`src/rtl/core/caf_pkg.sv`:
```
// Package with the types, constants and helper functions of the chunk Adler-32 framer.
`default_nettype none

package caf_pkg;

  // Chunk geometry and checksum modulus.
  localparam int          CHUNK_BYTES = 65536;
  localparam int          CNT_W       = $clog2(CHUNK_BYTES + 1);
  localparam logic [15:0] ADLER_MOD   = 16'd65521;
  localparam logic [31:0] OFFSET_STEP = 32'(CHUNK_BYTES + 4);
  localparam logic [15:0] CFG_RESET   = 16'd76;

  // Padding product and its folding widths (2^16 is congruent to 15).
  localparam int PROD_W  = CNT_W + 16;
  localparam int FOLD_W  = ((PROD_W - 12) > 16 ? (PROD_W - 12) : 16) + 1;

  // Queue between the front and the back.
  localparam int QUEUE_DEPTH = 2;
  localparam int QUEUE_AW    = $clog2(QUEUE_DEPTH);

  typedef enum logic {
    ITEM_DATA  = 1'b0,
    ITEM_FLUSH = 1'b1
  } item_kind_e;

  typedef struct packed {
    item_kind_e  kind;
    logic [7:0]  data_byte;
  } item_t;

  typedef enum logic [1:0] {
    ST_RUN,
    ST_MUL,
    ST_FOLD,
    ST_FIN
  } back_state_e;

  // One conditional subtraction brings a value below twice the modulus into range.
  function automatic logic [15:0] mod_once(input logic [16:0] value);
    logic [16:0] diff;
    diff = value - {1'b0, ADLER_MOD};
    mod_once = (value >= {1'b0, ADLER_MOD}) ? diff[15:0] : value[15:0];
  endfunction

endpackage

`default_nettype wire

```
`src/rtl/core/caf_ifs.sv`:
```
// Stream and configuration interfaces of the chunk Adler-32 framer.
`default_nettype none

// Input stream: one command with its data byte per transaction.
interface caf_in_if;
  logic       valid;
  logic       ready;
  logic       command;
  logic [7:0] data_byte;
  modport source (output valid, output command, output data_byte, input ready);
  modport sink (input valid, input command, input data_byte, output ready);
endinterface

// Result stream: one chunk table entry per transaction.
interface caf_out_if;
  logic        valid;
  logic        ready;
  logic [31:0] chunk_index;
  logic [31:0] chunk_offset;
  logic [31:0] chunk_checksum;
  modport source (output valid, output chunk_index, output chunk_offset,
                  output chunk_checksum, input ready);
  modport sink (input valid, input chunk_index, input chunk_offset,
                input chunk_checksum, output ready);
endinterface

// Configuration write channel for the first chunk offset.
interface caf_cfg_if;
  logic        valid;
  logic        ready;
  logic [15:0] first_chunk_offset;
  modport source (output valid, output first_chunk_offset, input ready);
  modport sink (input valid, input first_chunk_offset, output ready);
endinterface

`default_nettype wire

```
`src/rtl/core/chunk_adler32_framer.sv`:
```
// Top level of the chunk Adler-32 framer.
//
// Usage: bytes arrive on in_i (command 0 = data byte, command 1 = flush); each
// full chunk of CHUNK_BYTES bytes, or each flushed partial chunk, yields one
// table entry on out_o with the chunk index, its offset and its Adler-32 sum.
// A flush on an empty chunk yields nothing. cfg_i sets the first chunk offset
// and is always ready; it moves the offset only before the first entry.
// Throughput: one data byte per cycle while the back end is in its run state
// and, for a byte that closes a chunk, the result register is free. After
// taking a flush the back end takes nothing until it has passed its multiply,
// fold and final reduction steps and loaded the entry. With the queue empty,
// a closing data byte passes the two-entry queue and the result register; a
// flush passes the queue, those three steps and the result register.
// Reset clears the sums to their start values, the chunk count to zero and the
// offset to 76; nothing is pending afterwards.
// When the receiver stalls, the entry holds on out_o; the back end stops at the
// next chunk close and the queue fills, after which in_i.ready falls.
`default_nettype none

module chunk_adler32_framer (
  input  wire logic clk_i,
  input  wire logic rst_ni,
  caf_cfg_if.sink   cfg_i,
  caf_in_if.sink    in_i,
  caf_out_if.source out_o
);
  import caf_pkg::*;

  item_t item;
  logic  item_valid;
  logic  item_ready;

  caf_front u_front (
    .clk_i        (clk_i),
    .rst_ni       (rst_ni),
    .in_i         (in_i),
    .item_o       (item),
    .item_valid_o (item_valid),
    .item_ready_i (item_ready)
  );

  caf_back u_back (
    .clk_i        (clk_i),
    .rst_ni       (rst_ni),
    .item_i       (item),
    .item_valid_i (item_valid),
    .item_ready_o (item_ready),
    .cfg_i        (cfg_i),
    .out_o        (out_o)
  );

endmodule

`default_nettype wire

```
`src/rtl/core/caf_front.sv`:
```
// Front end: accepts stream transactions, classifies them and queues them for the back end.
`default_nettype none

module caf_front (
  input  wire logic          clk_i,
  input  wire logic          rst_ni,
  caf_in_if.sink             in_i,
  output caf_pkg::item_t     item_o,
  output logic               item_valid_o,
  input  wire logic          item_ready_i
);
  import caf_pkg::*;

  item_t                 entries_q [QUEUE_DEPTH];
  logic [QUEUE_AW-1:0]   wr_ptr_q, wr_ptr_d;
  logic [QUEUE_AW-1:0]   rd_ptr_q, rd_ptr_d;
  logic [QUEUE_AW:0]     count_q, count_d;
  logic                  push, pop;
  item_t                 item_in;

  // Classify the incoming transaction.
  always_comb begin
    item_in.kind      = item_kind_e'(in_i.command);
    item_in.data_byte = in_i.data_byte;
  end

  assign in_i.ready   = (count_q != (QUEUE_AW + 1)'(QUEUE_DEPTH));
  assign push         = in_i.valid && in_i.ready;
  assign item_valid_o = (count_q != '0);
  assign pop          = item_valid_o && item_ready_i;
  assign item_o       = entries_q[rd_ptr_q];

  // Pointer and fill level update.
  always_comb begin
    wr_ptr_d = push ? wr_ptr_q + 1'b1 : wr_ptr_q;
    rd_ptr_d = pop ? rd_ptr_q + 1'b1 : rd_ptr_q;
    count_d  = count_q;
    if (push && !pop) begin
      count_d = count_q + 1'b1;
    end else if (pop && !push) begin
      count_d = count_q - 1'b1;
    end
  end

  always_ff @(posedge clk_i or negedge rst_ni) begin
    if (!rst_ni) begin
      wr_ptr_q <= '0;
      rd_ptr_q <= '0;
      count_q  <= '0;
    end else begin
      wr_ptr_q <= wr_ptr_d;
      rd_ptr_q <= rd_ptr_d;
      count_q  <= count_d;
    end
  end

  // Queue storage.
  always_ff @(posedge clk_i) begin
    if (push) begin
      entries_q[wr_ptr_q] <= item_in;
    end
  end

endmodule

`default_nettype wire

```
`src/rtl/core/caf_back.sv`:
```
// Back end: runs the Adler-32 sums, closes chunks and holds the result register.
`default_nettype none

module caf_back (
  input  wire logic          clk_i,
  input  wire logic          rst_ni,
  input  wire caf_pkg::item_t item_i,
  input  wire logic          item_valid_i,
  output logic               item_ready_o,
  caf_cfg_if.sink            cfg_i,
  caf_out_if.source          out_o
);
  import caf_pkg::*;

  back_state_e        state_q, state_d;
  logic [15:0]        sum_low_q, sum_low_d;
  logic [15:0]        sum_high_q, sum_high_d;
  logic [CNT_W-1:0]   count_q, count_d;
  logic [31:0]        chunks_q, chunks_d;
  logic [31:0]        next_off_q, next_off_d;
  logic [PROD_W-1:0]  prod_q, prod_d;
  logic [FOLD_W-1:0]  fold_q, fold_d;
  logic               out_valid_q, out_valid_d;
  logic [31:0]        out_index_q, out_index_d;
  logic [31:0]        out_offset_q, out_offset_d;
  logic [31:0]        out_sum_q, out_sum_d;

  logic               out_free, pop, emit;
  logic [15:0]        emit_low, emit_high;
  logic [15:0]        low_new, high_new, pad_term, flush_high;
  logic [CNT_W-1:0]   count_inc, pad;
  logic [16:0]        fold2;

  assign cfg_i.ready  = 1'b1;
  assign out_free     = !out_valid_q || out_o.ready;
  // Only a data byte that closes a chunk has to wait for the result register;
  // a flush waits for it in its final step.
  assign item_ready_o = (state_q == ST_RUN) &&
                        (out_free || (item_i.kind == ITEM_FLUSH) ||
                         (count_inc != CNT_W'(CHUNK_BYTES)));
  assign pop          = item_valid_i && item_ready_o;

  // Per-byte sums.
  assign low_new   = mod_once({1'b0, sum_low_q} + {9'b0, item_i.data_byte});
  assign high_new  = mod_once({1'b0, sum_high_q} + {1'b0, low_new});
  assign count_inc = count_q + 1'b1;

  // Padding contribution: pad times sum_low, folded down modulo 65521.
  assign pad        = CNT_W'(CHUNK_BYTES) - count_q;
  assign fold2      = 17'(fold_q[FOLD_W-1:16]) * 17'd15 + {1'b0, fold_q[15:0]};
  assign pad_term   = mod_once(fold2);
  assign flush_high = mod_once({1'b0, sum_high_q} + {1'b0, pad_term});

  // Sequencer and state update.
  always_comb begin
    state_d      = state_q;
    sum_low_d    = sum_low_q;
    sum_high_d   = sum_high_q;
    count_d      = count_q;
    chunks_d     = chunks_q;
    next_off_d   = next_off_q;
    prod_d       = prod_q;
    fold_d       = fold_q;
    out_valid_d  = out_valid_q && !out_o.ready;
    out_index_d  = out_index_q;
    out_offset_d = out_offset_q;
    out_sum_d    = out_sum_q;
    emit         = 1'b0;
    emit_low     = sum_low_q;
    emit_high    = sum_high_q;

    // The offset follows the register until the first chunk is out.
    if (cfg_i.valid && (chunks_q == '0)) begin
      next_off_d = {16'b0, cfg_i.first_chunk_offset};
    end

    case (state_q)
      ST_RUN: begin
        if (pop) begin
          if (item_i.kind == ITEM_DATA) begin
            sum_low_d  = low_new;
            sum_high_d = high_new;
            count_d    = count_inc;
            if (count_inc == CNT_W'(CHUNK_BYTES)) begin
              emit      = 1'b1;
              emit_low  = low_new;
              emit_high = high_new;
            end
          end else if (count_q != '0) begin
            state_d = ST_MUL;
          end
        end
      end
      ST_MUL: begin
        prod_d  = PROD_W'(pad) * PROD_W'(sum_low_q);
        state_d = ST_FOLD;
      end
      ST_FOLD: begin
        fold_d  = FOLD_W'(prod_q[PROD_W-1:16]) * FOLD_W'(15) + FOLD_W'(prod_q[15:0]);
        state_d = ST_FIN;
      end
      ST_FIN: begin
        if (out_free) begin
          emit      = 1'b1;
          emit_high = flush_high;
          state_d   = ST_RUN;
        end
      end
      default: begin
        state_d = ST_RUN;
      end
    endcase

    // Close the chunk: load the table entry and restart the sums.
    if (emit) begin
      out_valid_d  = 1'b1;
      out_index_d  = chunks_q;
      out_offset_d = next_off_q;
      out_sum_d    = {emit_high, emit_low};
      sum_low_d    = 16'd1;
      sum_high_d   = '0;
      count_d      = '0;
      chunks_d     = chunks_q + 32'd1;
      next_off_d   = next_off_q + OFFSET_STEP;
    end
  end

  always_ff @(posedge clk_i or negedge rst_ni) begin
    if (!rst_ni) begin
      state_q     <= ST_RUN;
      sum_low_q   <= 16'd1;
      sum_high_q  <= '0;
      count_q     <= '0;
      chunks_q    <= '0;
      next_off_q  <= {16'b0, CFG_RESET};
      out_valid_q <= 1'b0;
    end else begin
      state_q     <= state_d;
      sum_low_q   <= sum_low_d;
      sum_high_q  <= sum_high_d;
      count_q     <= count_d;
      chunks_q    <= chunks_d;
      next_off_q  <= next_off_d;
      out_valid_q <= out_valid_d;
    end
  end

  // Datapath registers without reset.
  always_ff @(posedge clk_i) begin
    prod_q       <= prod_d;
    fold_q       <= fold_d;
    out_index_q  <= out_index_d;
    out_offset_q <= out_offset_d;
    out_sum_q    <= out_sum_d;
  end

  assign out_o.valid          = out_valid_q;
  assign out_o.chunk_index    = out_index_q;
  assign out_o.chunk_offset   = out_offset_q;
  assign out_o.chunk_checksum = out_sum_q;

endmodule

`default_nettype wire

```
`src/flat_wrapper.sv`:
```
// flat-port wrapper written by rule: the top's interface ports become plain ports
module chunk_adler32_framer_flat import caf_pkg::*;
  (clk_i, rst_ni, cfg_i_valid, cfg_i_first_chunk_offset, cfg_i_ready, in_i_valid, in_i_command, in_i_data_byte, in_i_ready, out_o_valid, out_o_chunk_index, out_o_chunk_offset, out_o_chunk_checksum, out_o_ready);
  caf_cfg_if cfg_i_i ();
  caf_in_if in_i_i ();
  caf_out_if out_o_i ();
  input  wire logic clk_i;
  input  wire logic rst_ni;
  input wire logic [$bits(cfg_i_i.valid)-1:0] cfg_i_valid;
  input wire logic [$bits(cfg_i_i.first_chunk_offset)-1:0] cfg_i_first_chunk_offset;
  output wire logic [$bits(cfg_i_i.ready)-1:0] cfg_i_ready;
  input wire logic [$bits(in_i_i.valid)-1:0] in_i_valid;
  input wire logic [$bits(in_i_i.command)-1:0] in_i_command;
  input wire logic [$bits(in_i_i.data_byte)-1:0] in_i_data_byte;
  output wire logic [$bits(in_i_i.ready)-1:0] in_i_ready;
  output wire logic [$bits(out_o_i.valid)-1:0] out_o_valid;
  output wire logic [$bits(out_o_i.chunk_index)-1:0] out_o_chunk_index;
  output wire logic [$bits(out_o_i.chunk_offset)-1:0] out_o_chunk_offset;
  output wire logic [$bits(out_o_i.chunk_checksum)-1:0] out_o_chunk_checksum;
  input wire logic [$bits(out_o_i.ready)-1:0] out_o_ready;
  assign cfg_i_i.valid = cfg_i_valid;
  assign cfg_i_i.first_chunk_offset = cfg_i_first_chunk_offset;
  assign cfg_i_ready = cfg_i_i.ready;
  assign in_i_i.valid = in_i_valid;
  assign in_i_i.command = in_i_command;
  assign in_i_i.data_byte = in_i_data_byte;
  assign in_i_ready = in_i_i.ready;
  assign out_o_valid = out_o_i.valid;
  assign out_o_chunk_index = out_o_i.chunk_index;
  assign out_o_chunk_offset = out_o_i.chunk_offset;
  assign out_o_chunk_checksum = out_o_i.chunk_checksum;
  assign out_o_i.ready = out_o_ready;
  chunk_adler32_framer u_core (.clk_i(clk_i), .rst_ni(rst_ni), .cfg_i(cfg_i_i), .in_i(in_i_i), .out_o(out_o_i));
endmodule
```
`config.mk`:
```
export PLATFORM = sky130hd
export DESIGN_NAME = chunk_adler32_framer_flat
export DESIGN_NICKNAME = d
export VERILOG_FILES = /design/src/rtl/core/caf_pkg.sv /design/src/rtl/core/caf_ifs.sv /design/src/rtl/core/chunk_adler32_framer.sv /design/src/rtl/core/caf_front.sv /design/src/rtl/core/caf_back.sv /design/src/flat_wrapper.sv
export SDC_FILE = /design/constraint.sdc
export NUM_CORES = 1
export LEC_CHECK = 0
export ABC_CLOCK_PERIOD_IN_PS = 7500
export BUFFER_PORTS_ARGS = -buffer_cell sky130_fd_sc_hd__buf_2
export CAP_MARGIN = 20
export CORE_UTILIZATION = 59
export CTS_BUF_LIST = sky130_fd_sc_hd__clkbuf_8
export DETAILED_ROUTE_END_ITERATION = 12
export HOLD_SLACK_MARGIN = 0.1
export PLACE_DENSITY_LB_ADDON = 0.25
export REMOVE_ABC_BUFFERS = 1
export SLEW_MARGIN = 40
export SYNTH_ARGS = -nofsm -noshare
export SYNTH_HDL_FRONTEND = slang
export SYNTH_SLANG_ARGS = --single-unit
```
`constraint.sdc`:
```
create_clock -name clk_i -period 7.5 [get_ports clk_i]
set_input_delay 0.75 -clock clk_i [delete_from_list [all_inputs] [get_ports clk_i]]
set_output_delay 0.75 -clock clk_i [all_outputs]
set_load 0.02 [all_outputs]
```
==> results.toml <==
[status]
failed_checks = "negative setup slack"
status = "finished with violations"

[placed_design]
io_buffers = 127
finalWeightedCongestion = 0.945
post-place-ws_ns = -0.259
post-dp-hpwl_mm = 53.0

[critical_path]
rrSetupSlack_ns = -0.22
max_stage_delay_ns = 0.56
reg2reg_depth = 32
worstPathArrival_ns = 8.12
critPathKind = "flip-flop to flip-flop"
cpMaxStageDelayCell = "fa_1"
cpMostUsedCell = "fa_1"
cp-end-kind = "flip-flop"
startpoint = "u_core.u_back.count_q[5]$_DFFE_PN0P_"
crit_family = "adder cells"
r2r_end = "u_core.u_back.prod_q[32]$_DFFE_PN_"
r2r-start = "u_core.u_back.count_q[5]$_DFFE_PN0P_"
cp.depth = 32
crit_required_ns = 7.90
worst-path-max-fanout = 3
crit_end = "u_core.u_back.prod_q[32]$_DFFE_PN_"
cp-start-kind = "flip-flop"
critPathBufInv = 9

[clock_tree]
htreeDepth = 2
clk_path_buf_depth = 3
cts_made_buffers = 50
cts_root_buffer = "clkbuf_8"
cts_tree = "built"
cts_sinks = 289
clkLatencyLatePin_ns = 0.67
ctsHoldBuffers = 0
cts.clk_slew.worst_paths_ns = 0.06

[layout]
regArea_mm2 = 0.00808
synthToLayoutAreaGrowth_pct = 17.1
final_core_util_pct = 70.1
drive_above_1_share_pct = 20.7
multiInputGateArea_mm2 = 0.0189
antenna_cells = 0
fin_nets = 3693
final.fill_count = 3400

[timing]
final_hold_viol_count = 0
period_share_pct = 103
clock_skew_ns = 0.0396
max_freq_ghz = 0.130
setup_slack_ns = -0.216
rsz0062_at_grt = "yes"
hold_slack_ns = 0.116
setup_viol = 5
post-route-min-period_ns = 7.72
timing.slew.headroom_pct = 42.5
maxSlewViolCount = 0
worst_slew_pin_slew_ns = 0.862

[detailed_routing]
first_pass_iters = 6
post_drt_wl_per_cell_um = 18.2
ant_nets = 0
drt-total-wl_mm = 69.4
drtIter0Drc = 1711
vias = 22400
drc_errors = 0
viasPerCell = 5.85

[synth]
syn_inst = 2877
synth.top_cells.by_count = "346 x inv_1, 338 x nand2_1, 272 x fa_1, 218 x ha_1, 181 x nor2_1"
syn-cell-area_mm2 = 0.0279
async_flop_share_pct = 41.5
yosysTopAreaCellShare_pct = 19.5
yosys.area.top_type = "fa_1"
synth_cell_types = 103
synthMostInstantiatedCell = "inv_1"
synth_warnings = 0
yosysSeqAreaShare_pct = 29.0
synth_flop_cell = "edfxtp_1"
synth_edf_count = 169
syn_avg_cell_area_um2 = 9.69
netlist_top_cells_area = "fa_1 20%, edfxtp_1 18%, dfrtp_1 10%, ha_1 9.8%, inv_1 4.7%"
ys_ff_latch = 289

[flow_run]
max-cap-violations = 0

[floorplan]
dieHeight_um = 219
core_area_mm2 = 0.0466
rows = 79
ioPinCount = 129
die-area_mm2 = 0.0481
die_w_um = 219
start_util_pct = 59.9

[global_route]
grt_pass1_wl_mm = 111
gr-usage-met2_pct = 48.3
use_met3_pct = 3.47
track_usage_pct = 28.9
grt_max_degree = 118
grt.overflow.total = 0
top_usage_layer = "met2"
use_met1_pct = 38.4
antenna_found_initial = 0
grt_pass1_vias = 22400

[worst_hold_path]
hold_class = "input port to async pin"
kinds of logic after synthesis:
family | after synthesis | share of synthesized area (%)
compound gates | 446 | 11.0
xor+xnor | 191 | 6.00
fa+ha+maj | 490 | 29.3
buf+inv | 468 | 6.64
flops | 289 | 29.0
mux | 23 | 0.884
other cells | 1 | 0.0135
simple gates | 969 | 17.2
cell type report:
cell class                      instances  area share, %
Clock inverter                         34          0.728
Inverter                              347           4.02
Clock buffer                           59           2.49
Timing Repair Buffer                  365           7.66
Multi-Input combinational cell       2120           58.0
Sequential cell                       289           24.8
Tap cell                              607           2.33
registers in the layout, summed over array words and instances (netlist names):
name,cells
u_core.u_back.next_off_q,32
u_core.u_back.out_o.chunk_index,32
u_core.u_back.prod_q,33
u_core.u_front.count_q,2
u_core.u_back.sum_high_q,16
u_core.u_back.out_o.valid,1
u_core.u_back.count_q,17
u_core.u_back.sum_low_q,16
u_core.u_back.out_o.chunk_offset,32
u_core.u_back.state_q,2
u_core.u_back.fold_q,22
u_core.u_front.wr_ptr_q,1
u_core.u_front.rd_ptr_q,1
u_core.u_back.out_o.chunk_checksum,32
u_core.u_front.entries_q,18
u_core.u_back.chunks_q,32
how the worst min path moves through the flow:
stage | startpoint | to | slack (ns) | depth (start not counted)
floorplan | u_core.u_back.next_off_q[0]$_DFFE_PN0P_ | u_core.u_back.out_o.chunk_offset[0]$_DFFE_PP_ | 0.42 | 0
global placement | u_core.u_back.next_off_q[0]$_DFFE_PN0P_ | u_core.u_back.out_o.chunk_offset[0]$_DFFE_PP_ | 0.43 | 0
detailed placement | u_core.u_back.next_off_q[1]$_DFFE_PN0P_ | u_core.u_back.out_o.chunk_offset[1]$_DFFE_PP_ | 0.44 | 0
CTS | rst_ni | u_core.u_back.chunks_q[24]$_DFFE_PN0P_ | 0.13 | 1
global route | rst_ni | u_core.u_back.chunks_q[24]$_DFFE_PN0P_ | 0.16 | 1
finish | rst_ni | u_core.u_back.chunks_q[24]$_DFFE_PN0P_ | 0.12 | 1
per-layer routing:
metal	up-vias	share of wire, %
li1	10300	-
met1	11100	41
met2	820	49
met3	170	5.9
met4	0	3.4
met5	-	0
layout by cell type (no fill, tap or decap), drive strengths merged, types with 27 or more instances in the layout:
| cell type | count |
|---|---|
| edfxtp | 169 |
| dfrtp | 116 |
| xnor2 | 140 |
| nor3 | 51 |
| nand2 | 339 |
| clkbuf | 59 |
| and3 | 35 |
| ha | 218 |
| xor2 | 51 |
| nand4 | 40 |
| and2 | 108 |
| buf | 365 |
| fa | 272 |
| a211oi | 39 |
| nor2 | 181 |
| nand3 | 68 |
| a21o | 37 |
| o21ai | 99 |
| nand2b | 27 |
| nor2b | 30 |
| a21oi | 100 |
| inv | 366 |
per-stage QoR:
step	area, µm²	TNS (ns)	std cells
after floorplan	27300	-2.55	2756
after global placement	30200	-0.225	3683
after detailed placement	30200	-2.41	3683
after CTS	31800	-0.228	3801
after global routing	32600	-5.14	3821
final	32600	-0.459	3821
repair_timing:
action | in CTS | in global routing
pin swaps | 45 | 107
setup endpoints to repair | 20 | 41
resized for setup | 71 | 153
setup buffers | 25 | 24
Power is not shown: default switching activity piles up to over one toggle a cycle in this logic, so the estimate is an artifact.
